File: src/rtl/snc_pkg.sv
// ----------------------------------------------------------------------------
// snc_pkg
// types, codes and character helpers of the read-name coordinate parser
// ----------------------------------------------------------------------------
`default_nettype none

package snc_pkg;

  localparam int HEAD_CHARS = 10;
  localparam int TAIL_CHARS = 7;
  localparam int CNT_W      = 4;
  localparam int Q_W        = 26;  // five base-36 symbols fit in 26 bits
  localparam int Y_BITS     = 12;
  localparam logic [CNT_W-1:0] CNT_MAX = 4'd15;

  // platform modes
  localparam logic [1:0] MODE_FOUR  = 2'd0;
  localparam logic [1:0] MODE_THREE = 2'd1;
  localparam logic [1:0] MODE_B36   = 2'd2;

  // parse status codes
  localparam logic [1:0] ST_OK      = 2'd0;
  localparam logic [1:0] ST_SHORT   = 2'd1;
  localparam logic [1:0] ST_CORRUPT = 2'd2;

  // register indexes
  localparam logic REG_PLATFORM_MODE = 1'b0;
  localparam logic REG_OUTPUT_COUNT  = 1'b1;

  localparam logic [4:0] HEX_NONE = 5'd16;

  typedef struct packed {
    logic [31:0]                    run_value;
    logic [2:0][31:0]               prior;     // newest first
    logic [CNT_W-1:0]               hex_len;
    logic                           seen_non_hex;
    logic [CNT_W-1:0]               char_cnt;
    logic [HEAD_CHARS-1:0][3:0]     head;
    logic [TAIL_CHARS-1:0][7:0]     tail;      // index 0 is the oldest
  } name_state_t;

  typedef struct packed {
    logic [1:0]  status;
    logic [31:0] coord3;
    logic [31:0] coord2;
    logic [31:0] coord1;
    logic [31:0] coord0;
  } result_t;

  function automatic logic is_digit(input logic [7:0] ch);
    return ch inside {[8'h30:8'h39]};
  endfunction

  function automatic logic is_alpha(input logic [7:0] ch);
    return ch inside {[8'h41:8'h5A], [8'h61:8'h7A]};
  endfunction

  // hex value, or HEX_NONE
  function automatic logic [4:0] hex_of(input logic [7:0] ch);
    logic [4:0] v;
    v = HEX_NONE;
    if (is_digit(ch)) v = {1'b0, ch[3:0]};
    else if (ch inside {[8'h41:8'h46], [8'h61:8'h66]}) v = 5'(ch[2:0]) + 5'd9;
    return v;
  endfunction

endpackage

`default_nettype wire

File: src/rtl/snc_decode.sv
// ----------------------------------------------------------------------------
// snc_decode
// forms the coordinates and status of a finished name from its parse state
// ----------------------------------------------------------------------------
`default_nettype none

module snc_decode (
  input  wire logic [1:0]          mode,
  input  wire logic [2:0]          out_count,
  input  wire snc_pkg::name_state_t st,
  output snc_pkg::result_t         res
);
  import snc_pkg::*;

  // place weights of the five base-36 symbols
  localparam int W1 = 36;
  localparam int W2 = W1 * W1;
  localparam int W3 = W2 * W1;
  localparam int W4 = W3 * W1;

  logic            newer;
  logic [Q_W-1:0]  q;
  logic            q_bad;
  logic [7:0]      sym;
  logic [5:0]      sym_val [TAIL_CHARS-2];
  logic [6:0]      region;
  logic [31:0]     c [4];
  logic [1:0]      status;

  // symbol values side by side, then one weighted sum for q
  always_comb begin
    q_bad = 1'b0;
    sym   = '0;
    for (int k = 0; k < TAIL_CHARS - 2; k++) begin
      sym = st.tail[k+2];
      if (is_digit(sym)) sym_val[k] = 6'(sym[3:0]) + 6'd26;
      else if (is_alpha(sym)) sym_val[k] = 6'((sym & 8'hDF) - 8'h41);
      else begin
        sym_val[k] = '0;
        q_bad      = 1'b1;
      end
    end
    q = (Q_W'(sym_val[0]) * Q_W'(W4) + Q_W'(sym_val[1]) * Q_W'(W3)) +
        (Q_W'(sym_val[2]) * Q_W'(W2) + Q_W'(sym_val[3]) * Q_W'(W1)) +
        Q_W'(sym_val[4]);
    region = 7'(st.tail[0][3:0]) * 7'd10 + 7'(st.tail[1][3:0]);
  end

  always_comb begin
    for (int k = 0; k < 4; k++) c[k] = '0;
    status = ST_OK;
    if (st.seen_non_hex) newer = st.hex_len < CNT_W'(HEAD_CHARS - 2);
    else                 newer = st.char_cnt < CNT_W'(HEAD_CHARS - 1);

    if (mode == MODE_B36) begin
      if (st.char_cnt < CNT_W'(TAIL_CHARS)) status = ST_SHORT;
      else if (!is_digit(st.tail[0]) || !is_digit(st.tail[1]) || q_bad) status = ST_CORRUPT;
      else begin
        c[2] = 32'(region);
        c[1] = 32'(q[Q_W-1:Y_BITS]);
        c[0] = 32'(q[Y_BITS-1:0]);
      end
    end else begin
      if (newer) begin
        c[0] = st.run_value;
        c[1] = st.prior[0];
        c[2] = st.prior[1];
        c[3] = st.prior[2];
      end else begin
        // older layout: hex groups of 1, 3, 3 and 3 characters
        c[3] = 32'(st.head[0]);
        c[2] = 32'({st.head[1], st.head[2], st.head[3]});
        c[1] = 32'({st.head[4], st.head[5], st.head[6]});
        c[0] = 32'({st.head[7], st.head[8], st.head[9]});
      end
      if (mode != MODE_FOUR) c[3] = '0;
    end

    // coordinates past the delivered count are zero
    for (int k = 0; k < 4; k++) begin
      if (out_count <= 3'(k)) c[k] = '0;
    end

    res.coord0 = c[0];
    res.coord1 = c[1];
    res.coord2 = c[2];
    res.coord3 = c[3];
    res.status = status;
  end

endmodule

`default_nettype wire

File: src/rtl/spot_name_coordinate_parser_top.sv
// ----------------------------------------------------------------------------
// spot_name_coordinate_parser_top
// read-name coordinate parser, one name character per request
// ----------------------------------------------------------------------------
// The block takes a read name one character per request on the in_ stream,
// with in_tlast on the final character, and returns one result request per
// name on the out_ stream. It sustains one character per clock while
// in_tready is high: every character goes through an input register and
// one pass of short logic (a shift-add for the decimal run, a
// constant-weighted sum for the base-36 symbols) into the state and, on
// the last character, into the result register. in_tready drops only
// while a last character waits behind a result that out_tready has not
// yet taken. There is no memory and no start-up sweep; the block is ready
// right after reset. Registers are to be written through cfg_ only while
// no name is in flight; the block itself does not enforce this.
`default_nettype none

module spot_name_coordinate_parser_top (
  input  wire logic         clk,
  input  wire logic         rst_n,
  // config write port
  input  wire logic         cfg_we,
  input  wire logic         cfg_addr,
  input  wire logic [2:0]   cfg_wdata,
  // character stream
  input  wire logic         in_tvalid,
  output logic              in_tready,
  input  wire logic [7:0]   in_tdata,   // name_char[7:0]
  input  wire logic         in_tlast,   // last_char
  // result stream
  output logic              out_tvalid,
  input  wire logic         out_tready,
  output logic [135:0]      out_tdata   // coord0, coord1, coord2, coord3, parse_status, 6'b0
);
  import snc_pkg::*;

  // config registers
  logic [1:0] mode_r;
  logic [2:0] count_r;

  // input register
  logic       s1_valid_r, s1_valid_nxt;
  logic [7:0] s1_char_r;
  logic       s1_last_r;

  // per-name parse state
  name_state_t st_r, st_nxt, st_upd;

  // result register
  logic         out_valid_r, out_valid_nxt;
  result_t      out_res_r;
  result_t      res;

  logic       s1_adv;
  logic       in_acc;
  logic [4:0] hv;

  // the input stage moves on unless a last character finds the result slot full
  assign s1_adv    = !s1_last_r || !out_valid_r || out_tready;
  assign in_tready = !s1_valid_r || s1_adv;
  assign in_acc    = in_tvalid && in_tready;

  always_ff @(posedge clk) begin
    if (!rst_n) begin
      mode_r  <= MODE_FOUR;
      count_r <= 3'd4;
    end else if (cfg_we) begin
      case (cfg_addr)
        REG_PLATFORM_MODE: mode_r  <= cfg_wdata[1:0];
        REG_OUTPUT_COUNT:  count_r <= cfg_wdata;
        default: ;
      endcase
    end
  end

  // state after the character held in the input stage
  always_comb begin
    st_upd = st_r;
    hv     = hex_of(s1_char_r);

    for (int i = 0; i < HEAD_CHARS; i++) begin
      if (st_r.char_cnt == CNT_W'(i)) st_upd.head[i] = (hv == HEX_NONE) ? 4'd0 : hv[3:0];
    end
    if (st_r.char_cnt != CNT_MAX) st_upd.char_cnt = st_r.char_cnt + CNT_W'(1);

    st_upd.tail = {s1_char_r, st_r.tail[TAIL_CHARS-1:1]};

    if (hv != HEX_NONE) begin
      if (st_r.hex_len != CNT_MAX) st_upd.hex_len = st_r.hex_len + CNT_W'(1);
    end else begin
      st_upd.hex_len      = '0;
      st_upd.seen_non_hex = 1'b1;
    end

    // decimal run, mod 2^32; a non-digit closes the run
    if (is_digit(s1_char_r)) begin
      st_upd.run_value = (st_r.run_value << 3) + (st_r.run_value << 1) +
                         32'(s1_char_r[3:0]);
    end else begin
      st_upd.prior[2]  = st_r.prior[1];
      st_upd.prior[1]  = st_r.prior[0];
      st_upd.prior[0]  = st_r.run_value;
      st_upd.run_value = '0;
    end
  end

  snc_decode u_decode (
    .mode      (mode_r),
    .out_count (count_r),
    .st        (st_upd),
    .res       (res)
  );

  always_comb begin
    st_nxt = st_r;
    if (s1_valid_r && s1_adv) st_nxt = s1_last_r ? name_state_t'('0) : st_upd;

    s1_valid_nxt = s1_valid_r;
    if (in_acc) s1_valid_nxt = 1'b1;
    else if (s1_adv) s1_valid_nxt = 1'b0;

    out_valid_nxt = out_valid_r;
    if (s1_valid_r && s1_last_r && s1_adv) out_valid_nxt = 1'b1;
    else if (out_tready) out_valid_nxt = 1'b0;
  end

  always_ff @(posedge clk) begin
    if (!rst_n) begin
      s1_valid_r  <= 1'b0;
      out_valid_r <= 1'b0;
      st_r        <= '0;
    end else begin
      s1_valid_r  <= s1_valid_nxt;
      out_valid_r <= out_valid_nxt;
      st_r        <= st_nxt;
    end
  end

  // payload registers
  always_ff @(posedge clk) begin
    if (in_acc) begin
      s1_char_r <= in_tdata;
      s1_last_r <= in_tlast;
    end
    if (s1_valid_r && s1_last_r && s1_adv) out_res_r <= res;
  end

  assign out_tvalid = out_valid_r;
  assign out_tdata  = {6'b0, out_res_r.status, out_res_r.coord3, out_res_r.coord2,
                       out_res_r.coord1, out_res_r.coord0};

endmodule

`default_nettype wire

File: config.mk
export PLATFORM = sky130hd
export DESIGN_NAME = spot_name_coordinate_parser_top
export DESIGN_NICKNAME = d
export VERILOG_FILES = /design/src/rtl/snc_pkg.sv /design/src/rtl/snc_decode.sv /design/src/rtl/spot_name_coordinate_parser_top.sv
export SDC_FILE = /design/constraint.sdc
export NUM_CORES = 1
export LEC_CHECK = 0
export ABC_AREA = 1
export BUFFER_PORTS_ARGS = -buffer_cell sky130_fd_sc_hd__buf_4
export CORE_UTILIZATION = 55
export CTS_BUF_LIST = sky130_fd_sc_hd__clkbuf_2
export CTS_CLUSTER_DIAMETER = 150
export DETAILED_ROUTE_END_ITERATION = 7
export GPL_TIMING_DRIVEN = 0
export HOLD_SLACK_MARGIN = 0.03
export PLACE_DENSITY = 0.73
export SYNTH_ARGS = -nofsm -noshare
export SYNTH_HDL_FRONTEND = slang
export SYNTH_HIERARCHICAL = 1
export SYNTH_SLANG_ARGS = --single-unit
File: constraint.sdc
create_clock -name clk -period 8.1 [get_ports clk]
set_input_delay 0.405 -clock clk [delete_from_list [all_inputs] [get_ports clk]]
set_output_delay 0.405 -clock clk [all_outputs]
set_load 0.05 [all_outputs]
# After elaboration in Yosys (flattened, before gate mapping)
# Index checks and enable logic that the tools add are counted.
# op_classes
eq_ne	14
reduce_logical	48
n_mux	51
add_sub_neg	20
magnitude_cmp	43
bitwise	3
mul	5
# op_table
cell	n
two-way mux 96 bit	3
two-way mux 233 bit	1
two-way mux 128 bit	1
less-or-equal comparator 8 x 7 -> 1 bit, second input constant	12
greater-or-equal comparator 8 x 7 -> 1 bit, second input constant	10
two-way mux 76 bit	1
two-way mux 6 bit	10
greater-or-equal comparator 8 x 6 -> 1 bit, second input constant	7
less-or-equal comparator 8 x 6 -> 1 bit, second input constant	7
two-way mux 4 bit	14
adder 32 bit	1
adder 32 x 4 -> 32 bit	1
two-way mux 32 bit	1
adder 4 x 5 -> 6 bit, second input constant	5
subtractor 5 x 1 -> 6 bit, second input constant	5
adder 26 x 22 -> 26 bit	1
adder 26 bit	1
adder 26 x 6 -> 26 bit	1
logical AND 1 bit	23
adder 17 x 12 -> 18 bit	1
multiplier 6 x 13 -> 18 bit, second input constant	1
nonzero test 2 bit	9
two-way mux 1 bit	17
equality test 4 x 3 -> 1 bit, second input constant	4
other kinds (28)	47
# totals
output_inout_bits	138
in_bits	18
ff_bits	371
wordCells	220

# Depth between registers and ports, before layout
# logic_depth
depth_word	17
mapped_depth	37
mapped_depth_nobuf	37

# Cells and area by module
# Netlist, hierarchy kept.
# modules_own_cells
mod	instances	area_per_inst_um2	cells_per_inst	seq_area_each_um2
spot_name_coordinate_parser_top	1	17340.4	2164	8818.5
snc_decode	1	7983.9	1342	0.0

# Worst setup path before layout
# Ideal clock, no wire load.
# synth_timing
kind	register to register
startpoint	register out_valid_r, in the netlist out_tvalid
endpoint	register out_res_r, in the netlist out_tdata[0], enable pin
t_required_ns	7.479
arrival_time_ns	6.429
path_stages_with_launch	7
setup_ns	0.621
period_less_slack_ns	7.051
n_path_buf	1
setup_slack_ns	1.049
path_cell_list	dfxtp_1 -> inv_1 -> nor2_1 -> nand2_1 -> nand2_2 -> buf_2 -> nor2_1
# synth_between
elab_chain_len	4
# synth_rtl
element	line	rtl
start: declaration	spot_name_coordinate_parser_top.sv:50	logic out_valid_r, out_valid_nxt;
start signal: assignment	spot_name_coordinate_parser_top.sv:134	out_valid_r <= out_valid_nxt;
logical NOT 1 bit	spot_name_coordinate_parser_top.sv:59	assign s1_adv = !s1_last_r || !out_valid_r || out_tready;
logical OR 1 bit (2 in a row)	spot_name_coordinate_parser_top.sv:59	
logical AND 1 bit	spot_name_coordinate_parser_top.sv:145	if (s1_valid_r && s1_last_r && s1_adv) out_res_r <= res;
end signal: assignment	spot_name_coordinate_parser_top.sv:145	
end: declaration	spot_name_coordinate_parser_top.sv:51	result_t out_res_r;
# Every way passes these cells.
# A chain may end at the register's enable or synchronous reset.

# Worst setup path in the final report
# layout_timing
startpoint	register st_r[33] (netlist bit)
endpoint	register out_res_r, in the netlist out_tdata[43], data pin
# layout_between
elab_chain_len	15
elab_cells_between_ends	30
classes_between	add/sub (5); mul (1); order compare (6); mux (13); reduce/logical (5)
# layout_rtl
element	line	rtl
start: declaration	spot_name_coordinate_parser_top.sv:47	name_state_t st_r, st_nxt, st_upd;
start signal: assignment	spot_name_coordinate_parser_top.sv:135	st_r <= st_nxt;
branches (longest 12 deep; another with adder 26 x 22 -> 26 bit)	-	
two-way mux 76 bit (*)	snc_decode.sv:57	else if (!is_digit(st.tail[0]) || !is_digit(st.tail[1]) || q_bad) status = ST_CORRUPT;
two-way mux 96 bit (*)	snc_decode.sv:56	if (st.char_cnt < CNT_W'(TAIL_CHARS)) status = ST_SHORT;
two-way mux 96 bit (*)	snc_decode.sv:55	if (mode == MODE_B36) begin
# Every way passes the cells marked *.

==> results.sh <==
export IMPL_place_hpwl_mm=53.9
export IMPL_syn_mean_instance_area_um2=7.23
export IMPL_fin_crit_sh_pct=90.9
export IMPL_place_area_mm2=0.0273
export IMPL_die_w_um=217
export IMPL_leakage_nw=13.3
export IMPL_dieArea_mm2=0.0469
export IMPL_seqPwrFrac_pct=54.8
export IMPL_drt_first_iter_violations=2334
export IMPL_min_from="rst_n"
export IMPL_r2r_end="out_tdata[43]$_DFFE_PP_"
export IMPL_slew_headroom_pct=9.46
export IMPL_syn_cell_area_mm2=0.0253
export IMPL_grt_first_pass_wirelength_mm=112
export IMPL_rsz0062_at_grt="false"
export IMPL_grt_max_degree=38
export IMPL_setup_violations=0
export IMPL_crit_type="flip-flop to flip-flop"
export IMPL_timing_fmax_mhz=136
export IMPL_post_cts_setup_buffers=0
export IMPL_cts_path_max_buffers=3
export IMPL_slowest_delay_ps=640
export IMPL_cts_tree="yes"
export IMPL_grt_pass1_vias=21654
export IMPL_hp_class="input pin to flip-flop"
export IMPL_irDropWorstVdd_mv=0.110
export IMPL_power_share_clock_pct=36.7
export IMPL_fp_coreArea_mm2=0.0454
export IMPL_fin_area_mm2=0.0285
export IMPL_antenna_found_initial=1
export IMPL_maxCapViolCount=0
export IMPL_slew_violations=0
export IMPL_track_usage_pct=30.0
export IMPL_place_congestion=0.961
export IMPL_fp_row_count=78
export IMPL_clkLatencyLatePin_ps=1110
export IMPL_cp_required_ps=8910
export IMPL_syn_inst=3502
export IMPL_dr_pass1_iters=5
export IMPL_io_pins=156
export IMPL_drive_gt1_share_pct=13.0
export IMPL_path_common_cell="ha_1"
export IMPL_power_switching_mw=1.09
export IMPL_r2r_slack_ps=740
export IMPL_timing_critical_path_buf_inv=5
export IMPL_wire_per_inst_um=15.8
export IMPL_critical_path_peak_fanout=6
export IMPL_fp_dieH_um=217
export IMPL_worstMarginPinSlew_ps=1340
export IMPL_crit_slowest_cell="nor3b_1"
export IMPL_initial_utilization_pct=55.8
export IMPL_wl_mm=70.7
export IMPL_ant_nets=0
export IMPL_cts_sinks=371
export IMPL_powerDensity_mw_per_mm2=126
export IMPL_holdPathStages=4
export IMPL_status="finished clean"
export IMPL_critPathTopFamily="adder cells"
export IMPL_yosysWarnings=6
export IMPL_period_minus_slack_ps=7360
export IMPL_cp_start_kind="flip-flop"
export IMPL_final_hold_violation_count=0
export IMPL_clockRootBuffer="clkbuf_2"
export IMPL_area_growth_pct=12.7
export IMPL_pwr_share_comb_pct=8.5
export IMPL_vias_per_cell=5.26
export IMPL_port_buffers=149
export IMPL_drc_errors=0
export IMPL_fin_tns_setup_ps=0
export IMPL_nets=4089
export IMPL_power_internal_mw=2.49
export IMPL_fin_worst_skew_ps=130
export IMPL_hold_end="st_r[100]$_SDFFE_PN0P_"
export IMPL_cp_end_kind="flip-flop"
export IMPL_num_vias=23550
export IMPL_swShare_pct=30.5
export IMPL_htree_num_levels=3
export IMPL_r2r_start="st_r[33]$_SDFFE_PN0P_"
export IMPL_total_power_mw=3.58
export IMPL_globalRouteOverflowTotal=0
export IMPL_critical_path_arrival_ps=8180
export IMPL_cts_buffers_inserted=97
export IMPL_ff2ff_path_depth=32
export IMPL_path_clk_slew_ps=110
[power by group through the flow]
stage / Combinational [mW] / Sequential, mW / Clock, mW
after global placement: 0.279 / 2.01 / 0
after floorplan: 0.141 / 2.05 / 0
after global routing: 0.325 / 1.97 / 1.43
after detailed placement: 0.284 / 2.01 / 0
final: 0.305 / 1.96 / 1.32
after CTS: 0.299 / 1.96 / 1.35
[worst max-delay path by stage]
stage                            start                  endpoint  slack (ps)  cells after the start
2_1_floorplan  out_tvalid$_SDFFE_PN0P_    out_tdata[0]$_DFFE_PP_        1050                      6
3_3_place_gp                out_tready  out_tdata[128]$_DFFE_PP_       -1910                      6
3_5_place_dp     st_r[33]$_SDFFE_PN0P_   out_tdata[44]$_DFFE_PP_         850                     32
4_1_cts          st_r[33]$_SDFFE_PN0P_   out_tdata[43]$_DFFE_PP_         920                     32
5_1_grt          st_r[33]$_SDFFE_PN0P_   out_tdata[44]$_DFFE_PP_         270                     32
6_report         st_r[33]$_SDFFE_PN0P_   out_tdata[43]$_DFFE_PP_         740                     32
[flip-flops by register name, indices dropped and copies added, names as in the netlist]
name	flops
count_r	3
mode_r	2
out_tdata	130
out_tvalid	1
s1_char_r	8
s1_last_r	1
s1_valid_r	1
st_r	225
[placed cells by master, fill, tap and decap left out, types with 16 or more instances in the layout]
| cell | count |
|---|---|
| nand3_1 | 97 |
| inv_1 | 461 |
| nor2_1 | 327 |
| ha_1 | 233 |
| dfxtp_1 | 232 |
| xnor2_1 | 20 |
| o21ai_1 | 31 |
| nand2_2 | 17 |
| o21ai_0 | 123 |
| o21ai_2 | 39 |
| buf_2 | 53 |
| nand2_1 | 1109 |
| xor2_1 | 35 |
| a21oi_2 | 16 |
| clkinv_1 | 27 |
| fa_1 | 41 |
| clkbuf_2 | 134 |
| nand4_1 | 25 |
| a21oi_1 | 303 |
| buf_4 | 160 |
| clkbuf_1 | 53 |
| edfxtp_1 | 139 |
| nor3_1 | 22 |
| dlygate4sd3_1 | 38 |
[repair_timing]
action	4_1_cts	5_1_grt
hold endpoints to repair	89	0
endpoints found under the setup margin	0	0
hold buffers	38	0
gates resized for setup	0	0
[layout make-up]
| class | instances | area (um2) |
|---|---|---|
| diodes | 1 | 2.50 |
| plain buffers | 127 | 638 |
| clock buffers | 134 | 671 |
| clock inverters | 42 | 195 |
| fillers | 4284 | 16800 |
| inverters | 475 | 1790 |
| multi-input cells | 2534 | 14100 |
| flip-flops and latches | 371 | 8820 |
| well taps | 600 | 751 |
| repair buffers | 191 | 1580 |
[worst register-to-register path, delay by kind of cell, from the launching register on]
kind / cells / cell delay [ps]
AOI/OAI and AO/OA: 4 / 540
xor gates and xnor gates: 1 / 430
adders and majority gates: 8 / 2970
buffers and inverters: 5 / 440
DFF: 1 / 450
and+or+nand+nor: 14 / 2380
[stage by stage]
stage / cells / utilization, % / hold WS (ps) / worst slack, ps
2_1_floorplan: 3507 / - / 444 / 1050
3_3_place_gp: 4256 / 59.9 / 452 / -1910
3_5_place_dp: 4260 / 60.1 / 455 / 849
4_1_cts: 4474 / 62.9 / 39.4 / 920
5_1_grt: 4475 / 62.9 / 138 / 268
6_report: 4475 / 62.9 / 152 / 737
[layer usage]
| layer | vias up | part of all wire, % | track usage [%] |
|---|---|---|---|
| met2 | 843 | 43 | 45.6 |
| met3 | 124 | 7.8 | 4.56 |
| met1 | 10775 | 47 | 43.5 |
| met5 | - | 0 | 0 |
| met4 | 0 | 2.5 | 9.98 |
| li1 | 11808 | - | - |
Power figures use the tool's default switching activity.
